[config.mk]
export PLATFORM = sky130hd
export DESIGN_NAME = aabb_pair_collision_table
export DESIGN_NICKNAME = d
export VERILOG_FILES = /design/src/hdl/apct_pkg.sv /design/src/hdl/aabb_pair_collision_table.sv /design/src/hdl/apct_front.sv /design/src/hdl/apct_back.sv /design/src/hdl/apct_resq.sv
export SDC_FILE = /design/constraint.sdc
export NUM_CORES = 1
export LEC_CHECK = 0
export BUFFER_PORTS_ARGS = -buffer_cell sky130_fd_sc_hd__buf_2
export CORE_MARGIN = 8
export CORE_UTILIZATION = 55
export DETAILED_ROUTE_END_ITERATION = 12
export HOLD_SLACK_MARGIN = 0.08
export PLACE_DENSITY = 0.75
export SYNTH_ARGS = -nofsm -noshare
export SYNTH_HDL_FRONTEND = slang
export SYNTH_SLANG_ARGS = --single-unit
[constraint.sdc]
create_clock -name clk -period 11.1 [get_ports clk]
set_input_delay 1.11 -clock clk [delete_from_list [all_inputs] [get_ports clk]]
set_output_delay 1.11 -clock clk [all_outputs]
set_load 0.1 [all_outputs]
[src/hdl/apct_pkg.sv]
// Shared types and constants for the rectangle pair collision table.
package apct_pkg;

  localparam logic [2:0] FN_ADD   = 3'd0;
  localparam logic [2:0] FN_SETR  = 3'd1;
  localparam logic [2:0] FN_SETE  = 3'd2;
  localparam logic [2:0] FN_MARK  = 3'd3;
  localparam logic [2:0] FN_SWEEP = 3'd4;

  localparam logic [63:0] PAIR_MASK_RST = 64'd1162017352087899136;

  typedef enum logic [2:0] {
    CK_ADD,
    CK_SETR,
    CK_SETE,
    CK_MARK,
    CK_SWEEP,
    CK_NOP
  } cmd_kind_t;

  typedef enum logic [1:0] {
    TAG_ADD  = 2'd0,
    TAG_PAIR = 2'd1,
    TAG_DONE = 2'd2,
    TAG_ACK  = 2'd3
  } tag_t;

  typedef enum logic [1:0] {
    ST_IDLE,
    ST_SWEEP,
    ST_DRAIN,
    ST_FINISH
  } back_st_t;

  typedef struct packed {
    cmd_kind_t          kind;
    logic [2:0]         slot;
    logic signed [15:0] pos_x;
    logic signed [15:0] pos_y;
    logic [14:0]        width;
    logic [14:0]        height;
    logic [2:0]         collider_kind;
    logic [7:0]         owner;
    logic               enable;
  } cmd_t;

  typedef struct packed {
    tag_t       tag;
    logic [2:0] first_slot;
    logic [2:0] second_slot;
    logic [7:0] first_owner;
    logic [7:0] second_owner;
    logic       notify_first;
    logic       notify_second;
    logic       full_res;
    logic       last;
  } res_t;

endpackage

[src/hdl/aabb_pair_collision_table.sv]
// Add, set, mark and unknown commands give one result beat each, from the idle state.
// A sweep walks SLOTS*(SLOTS-1)/2 slot pairs, one pair read and overlap test per cycle from
// the two-port slot memory, then passes a drain and a finish state before its done beat; a
// full result queue stalls the walk.
// Reset is synchronous: the table empties and the filter mask returns to its default value.
// Slot contents are not cleared, as the contents of unoccupied slots are never used.
module aabb_pair_collision_table
  import apct_pkg::*;
#(
  parameter int SLOTS      = 8,
  parameter int COORD_BITS = 16
) (
  input  logic               clk,
  input  logic               rst_n,
  input  logic               push,
  output logic               full,
  input  logic [2:0]         in_func,
  input  logic [2:0]         in_slot,
  input  logic signed [15:0] in_pos_x,
  input  logic signed [15:0] in_pos_y,
  input  logic [14:0]        in_width,
  input  logic [14:0]        in_height,
  input  logic [2:0]         in_collider_kind,
  input  logic [7:0]         in_owner,
  input  logic               in_enable,
  output logic               empty,
  input  logic               pop,
  output logic [1:0]         out_tag,
  output logic [2:0]         out_first_slot,
  output logic [2:0]         out_second_slot,
  output logic [7:0]         out_first_owner,
  output logic [7:0]         out_second_owner,
  output logic               out_notify_first,
  output logic               out_notify_second,
  output logic               out_full_res,
  output logic               out_last,
  input  logic               cfg_we,
  input  logic [63:0]        cfg_data
);

  cmd_t cmd;
  logic cmd_valid, cmd_pop;
  res_t res;
  logic res_push, res_space;

  apct_front u_front (
    .clk              (clk),
    .rst_n            (rst_n),
    .push             (push),
    .full             (full),
    .in_func          (in_func),
    .in_slot          (in_slot),
    .in_pos_x         (in_pos_x),
    .in_pos_y         (in_pos_y),
    .in_width         (in_width),
    .in_height        (in_height),
    .in_collider_kind (in_collider_kind),
    .in_owner         (in_owner),
    .in_enable        (in_enable),
    .cmd_valid        (cmd_valid),
    .cmd_pop          (cmd_pop),
    .cmd              (cmd)
  );

  apct_back #(
    .SLOTS      (SLOTS),
    .COORD_BITS (COORD_BITS)
  ) u_back (
    .clk       (clk),
    .rst_n     (rst_n),
    .cmd_valid (cmd_valid),
    .cmd_pop   (cmd_pop),
    .cmd       (cmd),
    .cfg_we    (cfg_we),
    .cfg_data  (cfg_data),
    .res_push  (res_push),
    .res       (res),
    .res_space (res_space)
  );

  apct_resq u_resq (
    .clk               (clk),
    .rst_n             (rst_n),
    .res_push          (res_push),
    .res               (res),
    .res_space         (res_space),
    .empty             (empty),
    .pop               (pop),
    .out_tag           (out_tag),
    .out_first_slot    (out_first_slot),
    .out_second_slot   (out_second_slot),
    .out_first_owner   (out_first_owner),
    .out_second_owner  (out_second_owner),
    .out_notify_first  (out_notify_first),
    .out_notify_second (out_notify_second),
    .out_full_res      (out_full_res),
    .out_last          (out_last)
  );

endmodule

[src/hdl/apct_front.sv]
// Front end: accepts input beats, decodes the function code and queues commands.
module apct_front
  import apct_pkg::*;
(
  input  logic               clk,
  input  logic               rst_n,
  input  logic               push,
  output logic               full,
  input  logic [2:0]         in_func,
  input  logic [2:0]         in_slot,
  input  logic signed [15:0] in_pos_x,
  input  logic signed [15:0] in_pos_y,
  input  logic [14:0]        in_width,
  input  logic [14:0]        in_height,
  input  logic [2:0]         in_collider_kind,
  input  logic [7:0]         in_owner,
  input  logic               in_enable,
  output logic               cmd_valid,
  input  logic               cmd_pop,
  output cmd_t               cmd
);

  cmd_t       q_r [2];
  logic       wr_ptr_r, wr_ptr_nxt;
  logic       rd_ptr_r, rd_ptr_nxt;
  logic [1:0] cnt_r, cnt_nxt;
  cmd_t       dec;
  logic       do_push, do_pop;

  always_comb begin
    case (in_func)
      FN_ADD:   dec.kind = CK_ADD;
      FN_SETR:  dec.kind = CK_SETR;
      FN_SETE:  dec.kind = CK_SETE;
      FN_MARK:  dec.kind = CK_MARK;
      FN_SWEEP: dec.kind = CK_SWEEP;
      default:  dec.kind = CK_NOP;
    endcase
    dec.slot          = in_slot;
    dec.pos_x         = in_pos_x;
    dec.pos_y         = in_pos_y;
    dec.width         = in_width;
    dec.height        = in_height;
    dec.collider_kind = in_collider_kind;
    dec.owner         = in_owner;
    dec.enable        = in_enable;
  end

  assign full      = (cnt_r == 2'd2);
  assign cmd_valid = (cnt_r != 2'd0);
  assign cmd       = q_r[rd_ptr_r];
  assign do_push   = push && !full;
  assign do_pop    = cmd_pop && cmd_valid;

  always_comb begin
    wr_ptr_nxt = do_push ? !wr_ptr_r : wr_ptr_r;
    rd_ptr_nxt = do_pop ? !rd_ptr_r : rd_ptr_r;
    cnt_nxt    = cnt_r + {1'b0, do_push} - {1'b0, do_pop};
  end

  always_ff @(posedge clk) begin
    if (!rst_n) begin
      wr_ptr_r <= 1'b0;
      rd_ptr_r <= 1'b0;
      cnt_r    <= 2'd0;
    end else begin
      wr_ptr_r <= wr_ptr_nxt;
      rd_ptr_r <= rd_ptr_nxt;
      cnt_r    <= cnt_nxt;
    end
  end

  always_ff @(posedge clk) begin
    if (do_push) begin
      q_r[wr_ptr_r] <= dec;
    end
  end

endmodule

[src/hdl/apct_back.sv]
// Back end: slot table, filter mask and the pairwise sweep engine.
module apct_back
  import apct_pkg::*;
#(
  parameter int SLOTS      = 8,
  parameter int COORD_BITS = 16
) (
  input  logic        clk,
  input  logic        rst_n,
  input  logic        cmd_valid,
  output logic        cmd_pop,
  input  cmd_t        cmd,
  input  logic        cfg_we,
  input  logic [63:0] cfg_data,
  output logic        res_push,
  output res_t        res,
  input  logic        res_space
);

  localparam int IDX_W = $clog2(SLOTS);
  localparam int EW    = ((COORD_BITS > 15) ? COORD_BITS : 15) + 2;

  typedef struct packed {
    logic signed [COORD_BITS-1:0] left;
    logic signed [COORD_BITS-1:0] top;
    logic [14:0]                  w;
    logic [14:0]                  h;
  } rect_t;

  typedef struct packed {
    logic [2:0] kind;
    logic [7:0] owner;
  } meta_t;

  rect_t rect_mem [SLOTS];
  meta_t meta_mem [SLOTS];
  rect_t rect_a_r, rect_b_r, rect_wdata;
  meta_t meta_a_r, meta_b_r, meta_wdata;
  logic  rect_we, meta_we, rd_en;
  logic [IDX_W-1:0] wr_addr;

  back_st_t         state_r, state_nxt;
  logic [SLOTS-1:0] used_r, used_nxt;
  logic [SLOTS-1:0] enab_r, enab_nxt;
  logic [SLOTS-1:0] mark_r, mark_nxt;
  logic [63:0]      mask_r;
  logic [IDX_W-1:0] pi_r, pi_nxt, pk_r, pk_nxt;
  logic             s1_valid_r, s1_valid_nxt;
  logic [IDX_W-1:0] s1_i_r, s1_i_nxt, s1_k_r, s1_k_nxt;

  logic             found;
  logic [IDX_W-1:0] free_idx;
  logic             slot_ok;
  logic [IDX_W-1:0] tgt;
  logic             pair_last;

  logic signed [EW-1:0] ax, ay, bx, by, aw, ah, bw, bh;
  logic                 hit, nf, ns, s1_emit, s1_done;

  always_comb begin
    found    = 1'b0;
    free_idx = '0;
    for (int j = 0; j < SLOTS; j++) begin
      if (!found && !used_r[j]) begin
        found    = 1'b1;
        free_idx = IDX_W'(j);
      end
    end
  end

  assign slot_ok   = (32'(cmd.slot) < SLOTS);
  assign tgt       = IDX_W'(cmd.slot);
  assign pair_last = (pi_r == IDX_W'(SLOTS - 2)) && (pk_r == IDX_W'(SLOTS - 1));

  always_comb begin
    rect_wdata.left = COORD_BITS'(32'(cmd.pos_x));
    rect_wdata.top  = COORD_BITS'(32'(cmd.pos_y));
    rect_wdata.w    = cmd.width;
    rect_wdata.h    = cmd.height;
    meta_wdata.kind  = cmd.collider_kind;
    meta_wdata.owner = cmd.owner;
  end

  always_comb begin
    ax = EW'(rect_a_r.left);
    ay = EW'(rect_a_r.top);
    bx = EW'(rect_b_r.left);
    by = EW'(rect_b_r.top);
    aw = $signed({{(EW-15){1'b0}}, rect_a_r.w});
    ah = $signed({{(EW-15){1'b0}}, rect_a_r.h});
    bw = $signed({{(EW-15){1'b0}}, rect_b_r.w});
    bh = $signed({{(EW-15){1'b0}}, rect_b_r.h});
    hit = !((ax + aw < bx) || (bx + bw < ax) || (ay + ah < by) || (by + bh < ay));
    nf = mask_r[{meta_a_r.kind, meta_b_r.kind}] && (meta_a_r.owner != 8'd0);
    ns = mask_r[{meta_b_r.kind, meta_a_r.kind}] && (meta_b_r.owner != 8'd0);
    s1_emit = s1_valid_r && hit && (nf || ns);
    s1_done = !s1_emit || res_space;
  end

  always_comb begin
    state_nxt    = state_r;
    used_nxt     = used_r;
    enab_nxt     = enab_r;
    mark_nxt     = mark_r;
    pi_nxt       = pi_r;
    pk_nxt       = pk_r;
    s1_valid_nxt = s1_valid_r;
    s1_i_nxt     = s1_i_r;
    s1_k_nxt     = s1_k_r;
    cmd_pop      = 1'b0;
    res_push     = 1'b0;
    res          = '0;
    rect_we      = 1'b0;
    meta_we      = 1'b0;
    rd_en        = 1'b0;
    wr_addr      = tgt;

    if (s1_emit && res_space) begin
      res_push          = 1'b1;
      res.tag           = TAG_PAIR;
      res.first_slot    = 3'(s1_i_r);
      res.second_slot   = 3'(s1_k_r);
      res.first_owner   = meta_a_r.owner;
      res.second_owner  = meta_b_r.owner;
      res.notify_first  = nf;
      res.notify_second = ns;
    end

    case (state_r)
      ST_IDLE: begin
        if (cmd_valid && res_space) begin
          cmd_pop = 1'b1;
          if (cmd.kind != CK_SWEEP) begin
            res_push = 1'b1;
            res.tag  = TAG_ACK;
            res.last = 1'b1;
          end
          case (cmd.kind)
            CK_ADD: begin
              res.tag = TAG_ADD;
              if (found) begin
                wr_addr            = free_idx;
                rect_we            = 1'b1;
                meta_we            = 1'b1;
                used_nxt[free_idx] = 1'b1;
                enab_nxt[free_idx] = 1'b1;
                mark_nxt[free_idx] = 1'b0;
                res.first_slot     = 3'(free_idx);
              end else begin
                res.full_res = 1'b1;
              end
            end
            CK_SETR: begin
              rect_we = slot_ok && used_r[tgt];
            end
            CK_SETE: begin
              if (slot_ok && used_r[tgt]) begin
                enab_nxt[tgt] = cmd.enable;
              end
            end
            CK_MARK: begin
              if (slot_ok && used_r[tgt]) begin
                mark_nxt[tgt] = 1'b1;
              end
            end
            CK_SWEEP: begin
              used_nxt  = used_r & ~mark_r;
              mark_nxt  = mark_r & ~used_r;
              pi_nxt    = '0;
              pk_nxt    = IDX_W'(1);
              state_nxt = ST_SWEEP;
            end
            default: begin
            end
          endcase
        end
      end
      ST_SWEEP: begin
        if (s1_done) begin
          rd_en        = 1'b1;
          s1_valid_nxt = used_r[pi_r] && enab_r[pi_r] && used_r[pk_r];
          s1_i_nxt     = pi_r;
          s1_k_nxt     = pk_r;
          if (pair_last) begin
            state_nxt = ST_DRAIN;
          end else if (pk_r == IDX_W'(SLOTS - 1)) begin
            pi_nxt = pi_r + 1'b1;
            pk_nxt = IDX_W'(pi_r + 2'd2);
          end else begin
            pk_nxt = pk_r + 1'b1;
          end
        end
      end
      ST_DRAIN: begin
        if (s1_done) begin
          s1_valid_nxt = 1'b0;
          state_nxt    = ST_FINISH;
        end
      end
      ST_FINISH: begin
        if (res_space) begin
          res_push  = 1'b1;
          res.tag   = TAG_DONE;
          res.last  = 1'b1;
          state_nxt = ST_IDLE;
        end
      end
      default: begin
        state_nxt = ST_IDLE;
      end
    endcase
  end

  always_ff @(posedge clk) begin
    if (!rst_n) begin
      state_r    <= ST_IDLE;
      used_r     <= '0;
      enab_r     <= '0;
      mark_r     <= '0;
      pi_r       <= '0;
      pk_r       <= '0;
      s1_valid_r <= 1'b0;
      mask_r     <= PAIR_MASK_RST;
    end else begin
      state_r    <= state_nxt;
      used_r     <= used_nxt;
      enab_r     <= enab_nxt;
      mark_r     <= mark_nxt;
      pi_r       <= pi_nxt;
      pk_r       <= pk_nxt;
      s1_valid_r <= s1_valid_nxt;
      if (cfg_we) begin
        mask_r <= cfg_data;
      end
    end
  end

  always_ff @(posedge clk) begin
    s1_i_r <= s1_i_nxt;
    s1_k_r <= s1_k_nxt;
  end

  always_ff @(posedge clk) begin
    if (rect_we) begin
      rect_mem[wr_addr] <= rect_wdata;
    end
    if (rd_en) begin
      rect_a_r <= rect_mem[pi_r];
      rect_b_r <= rect_mem[pk_r];
    end
  end

  always_ff @(posedge clk) begin
    if (meta_we) begin
      meta_mem[wr_addr] <= meta_wdata;
    end
    if (rd_en) begin
      meta_a_r <= meta_mem[pi_r];
      meta_b_r <= meta_mem[pk_r];
    end
  end

endmodule

[src/hdl/apct_resq.sv]
// Two-entry result queue that drives the result ports.
module apct_resq
  import apct_pkg::*;
(
  input  logic       clk,
  input  logic       rst_n,
  input  logic       res_push,
  input  res_t       res,
  output logic       res_space,
  output logic       empty,
  input  logic       pop,
  output logic [1:0] out_tag,
  output logic [2:0] out_first_slot,
  output logic [2:0] out_second_slot,
  output logic [7:0] out_first_owner,
  output logic [7:0] out_second_owner,
  output logic       out_notify_first,
  output logic       out_notify_second,
  output logic       out_full_res,
  output logic       out_last
);

  res_t       q_r [2];
  res_t       head;
  logic       wr_ptr_r, wr_ptr_nxt;
  logic       rd_ptr_r, rd_ptr_nxt;
  logic [1:0] cnt_r, cnt_nxt;
  logic       do_push, do_pop;

  assign res_space = (cnt_r != 2'd2);
  assign empty     = (cnt_r == 2'd0);
  assign do_push   = res_push && res_space;
  assign do_pop    = pop && !empty;
  assign head      = q_r[rd_ptr_r];

  assign out_tag           = head.tag;
  assign out_first_slot    = head.first_slot;
  assign out_second_slot   = head.second_slot;
  assign out_first_owner   = head.first_owner;
  assign out_second_owner  = head.second_owner;
  assign out_notify_first  = head.notify_first;
  assign out_notify_second = head.notify_second;
  assign out_full_res      = head.full_res;
  assign out_last          = head.last;

  always_comb begin
    wr_ptr_nxt = do_push ? !wr_ptr_r : wr_ptr_r;
    rd_ptr_nxt = do_pop ? !rd_ptr_r : rd_ptr_r;
    cnt_nxt    = cnt_r + {1'b0, do_push} - {1'b0, do_pop};
  end

  always_ff @(posedge clk) begin
    if (!rst_n) begin
      wr_ptr_r <= 1'b0;
      rd_ptr_r <= 1'b0;
      cnt_r    <= 2'd0;
    end else begin
      wr_ptr_r <= wr_ptr_nxt;
      rd_ptr_r <= rd_ptr_nxt;
      cnt_r    <= cnt_nxt;
    end
  end

  always_ff @(posedge clk) begin
    if (do_push) begin
      q_r[wr_ptr_r] <= res;
    end
  end

endmodule

# Yosys cells after proc, flatten, opt, wreduce, memory -nomap -nowiden
# Memory sizes are Yosys's and may differ from the RTL's. A register that Yosys moved wholly into a read port is not among the register bits.
# Index checks and enable logic that the tools add are counted.
# totals
register_bits	111
latchBits	0
ram_bits	800
rom_bits	0
inputBits	149
output_inout_bits	30
elab_cells	257
mem_count	4
# mem_list
name	words	width	rd	rd_ports_with_merged_regs	write_ports	line_no	source
u_back.rect_mem	8	62	2	2	1	apct_back.sv:35	rect_t rect_mem [SLOTS];
u_front.q_r	2	80	1	1	1	apct_front.sv:23	cmd_t q_r [2];
u_back.meta_mem	8	11	2	2	1	apct_back.sv:36	meta_t meta_mem [SLOTS];
u_resq.q_r	2	28	1	1	1	apct_resq.sv:23	res_t q_r [2];
# op_classes
addsub	11
multipliers	0
div	0
magnitude_cmp	12
eq_ne	27
n_shift	0
muxes	110
bitwise	9
reduce_logical	68
# ops
cell	count
$add A16 B16 Y17	4
$lt A17 B16 Y1	4
$mux W3	22
$mux W1	50
$mux W8	5
$pmux W8 S2	2
$mux W25	1
$and A8 B8 Y8	3
$not A8 Y8	3
$or A8 B8 Y8	3
$pmux W8 S3	1
$logic_and A1 B1 Y1	22
$logic_not A1 Y1	21
$mux W2	9
$ne A2 B1 Y1 const B	9
$lt A3 B4 Y1 const B	4
$reduce_bool A8 Y1	2
$pmux W3 S5	1
$reduce_and A5 Y1	3
$lt A6 B7 Y1 const B	2
$bmux W1 S3	4
$bmux W1 S6	2
$eq A3 B2 Y1 const B	4
$eq A3 B3 Y1 const B	4
26 further kinds	52

# Depth between registers and ports, before layout
# logic_depth
depth_word	29
depth_mapped	24
mapped_depth_nobuf	24

# By module
# A second synthesis with hierarchy kept.
# hier_totals
cells_unflattened	2906
hier_area_um2	49726.4
# modules_own_cells
module	instances	cells_each	area_each_um2	seq_area_each_um2
apct_back	1	2516	40939.3	24043.1
apct_front	1	279	6431.2	4904.7
apct_resq	1	111	2356.0	1781.7

# Worst setup path before layout
# Ideal clock, no wire load.
# synth_path
path_type	reg-to-reg
start	reg, netlist name u_back.by[0]
end	reg, netlist name u_back.ah[0]
setup_time_ns	0.666
arrival_ns	9.938
required_time_ns	10.434
path_slack_ns	0.496
path_stages_with_launch	20
n_path_buf	0
synth_period_minus_slack_ns	10.604
path_cell_list	edfxtp_1 ha_1 inv_1 fa_1 nor2b_1 o21ai_0 a21boi_0 o21ai_0 a21oi_1 a311oi_1 nor3_1 nor3_1 ha_1 or3b_2 a2111oi_0 or4_1 a211oi_1 o21ai_0 a2111oi_4 nor2_1
# synth_between
elab_chain_len	10
elab_cells_between_ends	12
classes_between	1 x add/sub; 2 x order compare; 2 x mux; 7 x reduce/logical
# synth_lines
item	line_no	source
$add A16 B16 Y17 or $lt A17 B16 Y1 (tied branches)	apct_back.sv:93	hit = !((ax + aw < bx) || (bx + bw < ax) || (ay + ah < by) || (by + bh < ay));
$lt A17 B16 Y1 or $logic_or A1 B1 Y1 (tied branches)	apct_back.sv:93	
$logic_or A1 B1 Y1 *	apct_back.sv:93	
$logic_not A1 Y1 *	apct_back.sv:93	
$logic_and A1 B1 Y1 * (2 in series)	apct_back.sv:96	s1_emit = s1_valid_r && hit && (nf || ns);
$logic_not A1 Y1 *	apct_back.sv:97	s1_done = !s1_emit || res_space;
$logic_or A1 B1 Y1 *	apct_back.sv:97	
$mux W1 *	apct_back.sv:179	if (s1_done) begin
$mux W1 *	apct_back.sv:129	case (state_r)
via u_back.rd_en	apct_back.sv:39	logic rect_we, meta_we, rd_en;
# The timed path passes the listed nets; every way through them passes the cells marked *.
# A chain may end at the register's enable or synchronous reset.

# Final worst setup path
# layout_path
start	reg, netlist name u_back.by[0]
end	mem u_resq.q_r[1][14] (netlist bit) (enable)
# layout_between
elab_chain_len	14
elab_cells_between_ends	17
classes_between	1 x add/sub; 2 x order compare; 7 x mux; 7 x reduce/logical
# layout_lines
item	line_no	source
$add A16 B16 Y17 or $lt A17 B16 Y1 (tied branches)	apct_back.sv:93	
$lt A17 B16 Y1 or $logic_or A1 B1 Y1 (tied branches)	apct_back.sv:93	
$logic_or A1 B1 Y1 *	apct_back.sv:93	
$logic_not A1 Y1 *	apct_back.sv:93	
$logic_and A1 B1 Y1 * (2 in series)	apct_back.sv:96	
$logic_and A1 B1 Y1 *	apct_back.sv:118	if (s1_emit && res_space) begin
$mux W1 *	apct_back.sv:118	
$mux W1	apct_back.sv:133	if (cmd.kind != CK_SWEEP) begin
$mux W1	apct_back.sv:131	if (cmd_valid && res_space) begin
$pmux W1 S2 *	apct_back.sv:129	
$logic_and A1 B1 Y1 *	apct_resq.sv:32	assign do_push = res_push && res_space;
$mux W1 *	apct_resq.sv:65	if (do_push) begin
$mux W1 (not written as such) *	apct_resq.sv:66	q_r[wr_ptr_r] <= res;
end, declared	apct_resq.sv:23	
# Every way passes the cells marked *; elsewhere a longest branch is shown, timed or not.

==> run_summary.xml <==
<?xml version="1.0" encoding="UTF-8"?>
<metrics>
  <group name="drt">
    <metric name="drc_violation_count_after_routing" unit="">0</metric>
    <metric name="wl_per_cell" unit="um">24.97</metric>
    <metric name="dr.first_iter.drc_count" unit="">2523</metric>
    <metric name="route.final.wire_length" unit="um">109500</metric>
    <metric name="vias_per_cell" unit="">6.255</metric>
    <metric name="dr_wl_met2" unit="um">54940</metric>
    <metric name="vias" unit="">27430</metric>
    <metric name="topRoutingLayerUsed" unit="">met4</metric>
    <metric name="detailed_router_iteration_count_before_antenna_repair" unit="">8</metric>
    <metric name="final_antenna_net_count" unit="">0</metric>
    <metric name="routedLengthMet1" unit="um">45630</metric>
    <metric name="routed-wl-met3" unit="um">6954</metric>
  </group>
  <group name="synthesis">
    <metric name="yosys_warns" unit="">0</metric>
    <metric name="ys.flop_type" unit="">edfxtp_1</metric>
    <metric name="synth.avg_cell_area" unit="um^2">16.75</metric>
    <metric name="post-synth-top-area-fraction" unit="%">57.91</metric>
    <metric name="synth.lib_cells_used.distinct" unit="">76</metric>
    <metric name="synth-seq-cells" unit="">1059</metric>
    <metric name="number_of_enable_type_register_cells_in_the_synthesized_netlist" unit="">952</metric>
    <metric name="post_synth_inst_count" unit="">2947</metric>
    <metric name="synth_seq_area_share" unit="%">62.24</metric>
    <metric name="largest_area_contributor_in_the_netlist" unit="">edfxtp_1</metric>
    <metric name="syn_area" unit="um^2">49370</metric>
    <metric name="mappedNetlistNets" unit="">3236</metric>
    <metric name="synth.area.top_cells" unit="">edfxtp_1, mux4_2, mux2_2, dfxtp_1, ha_1</metric>
    <metric name="ys_async_rst_share" unit="%">0</metric>
  </group>
  <group name="critical_path">
    <metric name="critPathCaptureType" unit="">flip-flop</metric>
    <metric name="required" unit="ns">11.41</metric>
    <metric name="worst_setup_path_start_kind" unit="">flip-flop</metric>
    <metric name="cp_data_arrival_time" unit="ns">7.02</metric>
    <metric name="highest_net_fanout_along_the_worst_path" unit="">28</metric>
    <metric name="critPathKind" unit="">reg -&gt; reg</metric>
  </group>
  <group name="global_route">
    <metric name="grt_start_max_net_pins" unit="">125</metric>
    <metric name="gr-usage-all-layers" unit="%">21.91</metric>
    <metric name="grt_pass1_vias" unit="">28510</metric>
    <metric name="gr-total-overflow" unit="">0</metric>
    <metric name="grt_pass1_wl" unit="um">168300</metric>
    <metric name="antenna_found_initial" unit="">1</metric>
  </group>
  <group name="clock_tree">
    <metric name="clkTransAtPathRegs" unit="ns">0.06</metric>
    <metric name="cts_tree" unit="">done</metric>
    <metric name="latest_clock_arrival_within_the_worst_skew_pair" unit="ns">0.68</metric>
    <metric name="cts-root-buf" unit="">clkbuf_16</metric>
    <metric name="clk_path_buf_depth" unit="">3</metric>
    <metric name="post-cts-setup-buffer-count" unit="">0</metric>
    <metric name="cts.sink_count" unit="">1059</metric>
    <metric name="cts_buf_count" unit="">106</metric>
    <metric name="htree_levels" unit="">3</metric>
    <metric name="cts.hold.buffers_added" unit="">0</metric>
    <metric name="post_cts_resize_count" unit="">0</metric>
  </group>
  <group name="run">
    <metric name="drv_cap" unit="">0</metric>
  </group>
  <group name="floorplanning">
    <metric name="floorplan.initialDensity" unit="%">55.18</metric>
    <metric name="number_of_i_o_pins" unit="">179</metric>
    <metric name="design.die.area" unit="um^2">99600</metric>
    <metric name="die_x" unit="um">315.6</metric>
    <metric name="die_h" unit="um">315.6</metric>
    <metric name="rows" unit="">110</metric>
    <metric name="fp.coreArea" unit="um^2">89460</metric>
  </group>
  <group name="pwr">
    <metric name="totalPowerFinal" unit="mW">12.72</metric>
    <metric name="power.density" unit="nW/um^2">231.8</metric>
    <metric name="worst_ir_drop_vdd" unit="mV">0.1343</metric>
    <metric name="leakage" unit="nW">18.55</metric>
  </group>
  <group name="sta">
    <metric name="setup_viol_count_final" unit="">0</metric>
    <metric name="setup_tns" unit="ns">0</metric>
    <metric name="drv_slew" unit="">0</metric>
    <metric name="worst_hold_slack" unit="ns">0.4896</metric>
    <metric name="worstMarginPinSlew" unit="ns">1.201</metric>
    <metric name="finalHoldViolations" unit="">0</metric>
    <metric name="timing.final.ws_setup" unit="ns">4.388</metric>
    <metric name="finalCritPeriodShare" unit="%">60.47</metric>
    <metric name="unrepaired_setup_endpoints_after_global_routing" unit="">no</metric>
    <metric name="relSlewSlack" unit="%">19.82</metric>
    <metric name="worst_clock_skew" unit="ns">0.01877</metric>
    <metric name="fmax" unit="MHz">149.0</metric>
    <metric name="finalCriticalPeriod" unit="ns">6.712</metric>
  </group>
  <group name="finish">
    <metric name="area_delta_synth_final" unit="%">11.19</metric>
    <metric name="post_route_cells_drive_above_1_share" unit="%">30.98</metric>
    <metric name="area_of_the_multi_input_gates" unit="um^2">17680</metric>
    <metric name="antenna_cells" unit="">0</metric>
    <metric name="final.fill_count" unit="">6448</metric>
    <metric name="nNetsFinal" unit="">3407</metric>
    <metric name="ff_latch_area" unit="um^2">30760</metric>
  </group>
  <group name="place">
    <metric name="place.gp.congestion" unit="">0.8843</metric>
    <metric name="preCtsSetupSlack" unit="ns">4.117</metric>
    <metric name="number_of_buffer_cells_added_on_primary_ports" unit="">178</metric>
    <metric name="dp.final_hpwl" unit="um">68710</metric>
  </group>
  <group name="outcome">
    <metric name="outcome" unit="">completed</metric>
  </group>
  <group name="min_path">
    <metric name="hold_path_class" unit="">reg -&gt; reg</metric>
  </group>
</metrics>
## power breakdown
group / total (mW) / switching (mW) / internal, mW
Clock: 3.46 / 1.49 / 1.97
Sequential: 5.40 / 0.298 / 5.11
Combinational: 3.86 / 2.33 / 1.53
## final cells by class
type	instances	share of cell area, %
flip-flops and latches	1059	56.03
multi-input cells	1626	32.22
clock buffers	129	5.142
well taps	1176	2.680
repair buffers	212	2.138
clock inverters	70	1.026
inverters	113	0.7727
## critical path, cell delays in order (launching register included)
cell and delay [ns]:
edfxtp_1 0.40, ha_1 0.23, inv_1 0.08, fa_1 0.22
nor2b_1 0.06, o21ai_0 0.24, a21boi_0 0.16, o21ai_0 0.25
a21oi_1 0.15, a311oi_1 0.52, nor3_1 0.12, nor3_1 0.20
ha_1 0.27, or3b_2 0.22, a2111oi_0 0.06, or4_1 0.53
a211oi_1 0.19, o21ai_0 0.40, a211oi_2 0.90, a31oi_1 0.41
nor2b_4 0.71
## placed cells by master, fill, tap and decap left out, types with 21 or more instances in the layout
cell type and n:
clkinv_1 28, a31oi_1 22, mux2i_1 95, xnor2_1 47
inv_1 110, a21oi_1 63, nand2b_1 24, buf_2 177
o21ai_0 65, ha_1 136, nor3_1 34, mux4_2 317
clkbuf_16 109, nand3_1 27, dfxtp_1 100, nand2_1 83
buf_4 33, edfxtp_1 952, mux2_2 263, nor2_1 149
and3_1 31, clkinv_2 21
## registers in the layout (all words and copies together) (netlist names), 3 cells and up, named ones only
signal           flops
u_resq.q_r          56
u_back.rect_mem    496
u_back.bh           15
u_back.by           16
u_back.bx           16
u_back.meta_b_r     11
u_back.pi_r          3
u_back.pk_r          3
u_back.aw           15
u_back.meta_mem     88
u_back.ah           15
u_back.ax           16
u_back.s1_i_r        3
u_back.mark_r        8
u_back.meta_a_r     11
u_back.used_r        8
u_back.mask_r       64
u_back.bw           15
u_back.enab_r        8
u_back.s1_k_r        3
u_front.q_r        160
u_back.ay           16
## cell usage after synthesis, drive strengths merged (4+ instances only)
| library cell | number |
|---|---|
| or3 | 15 |
| buf | 47 |
| ha | 136 |
| a311oi | 16 |
| and2 | 14 |
| clkbuf | 102 |
| o22ai | 10 |
| nor3b | 7 |
| a31oi | 22 |
| mux4 | 318 |
| a21boi | 10 |
| nor3 | 34 |
| nor2b | 21 |
| o21a | 9 |
| a31o | 7 |
| a22oi | 4 |
| nor2 | 155 |
| or2 | 9 |
| nand4 | 9 |
| o21ai | 65 |
| o2111ai | 7 |
| dfxtp | 107 |
| nand2b | 24 |
| xnor2 | 47 |
| nand3 | 27 |
| fa | 4 |
| o211ai | 10 |
| o31ai | 10 |
| or4 | 8 |
| mux2 | 263 |
| inv | 111 |
| o311a | 5 |
| edfxtp | 952 |
| a211oi | 15 |
| mux2i | 95 |
| nor4 | 4 |
| a21oi | 64 |
| a21o | 11 |
| xor2 | 7 |
| and3 | 34 |
| a2111oi | 7 |
| nand2 | 83 |
## through the flow
stage               util (%)  instance area, um^2  std cells
floorplan                  -                49370       2947
global placement       57.57                51500       4186
detailed placement     57.57                51500       4186
CTS                    61.35                54890       4385
global route           61.36                54900       4385
finish                 61.36                54900       4385
## layer usage
metal	global-route usage, %	up-vias
li1	-	12190
met1	29.63	14130
met2	37.55	954
met3	3.299	155
met4	5.332	0
met5	0	-
## path summary, 6_finish.rpt
kind | from | to | slack [ns] | depth (start not counted)
hold reg to reg | u_back.mark_r[4]$_SDFFE_PN0P_ | u_back.mark_r[4]$_SDFFE_PN0P_ | 0.49 | 2
setup / recovery | u_back.by[0]$_DFFE_PP_ | u_resq.q_r[1][14]$_DFFE_PP_ | 4.39 | 20
hold / removal | u_back.mark_r[4]$_SDFFE_PN0P_ | u_back.mark_r[4]$_SDFFE_PN0P_ | 0.49 | 2
setup reg to reg | u_back.by[0]$_DFFE_PP_ | u_resq.q_r[1][14]$_DFFE_PP_ | 4.39 | 20
## cell families (layout without fill, tap and decap cells)
family | Yosys count | count (layout) | share of synthesized area, %
flops | 1059 | 1059 | 62.24
compound gates | 300 | 300 | 4.121
simple gates | 456 | 456 | 4.526
mux | 676 | 676 | 22.44
fa+ha+maj | 140 | 140 | 3.609
xor+xnor | 54 | 54 | 0.9580
buf+inv | 262 | 524 | 2.101
(Power assumes the default switching activity.)
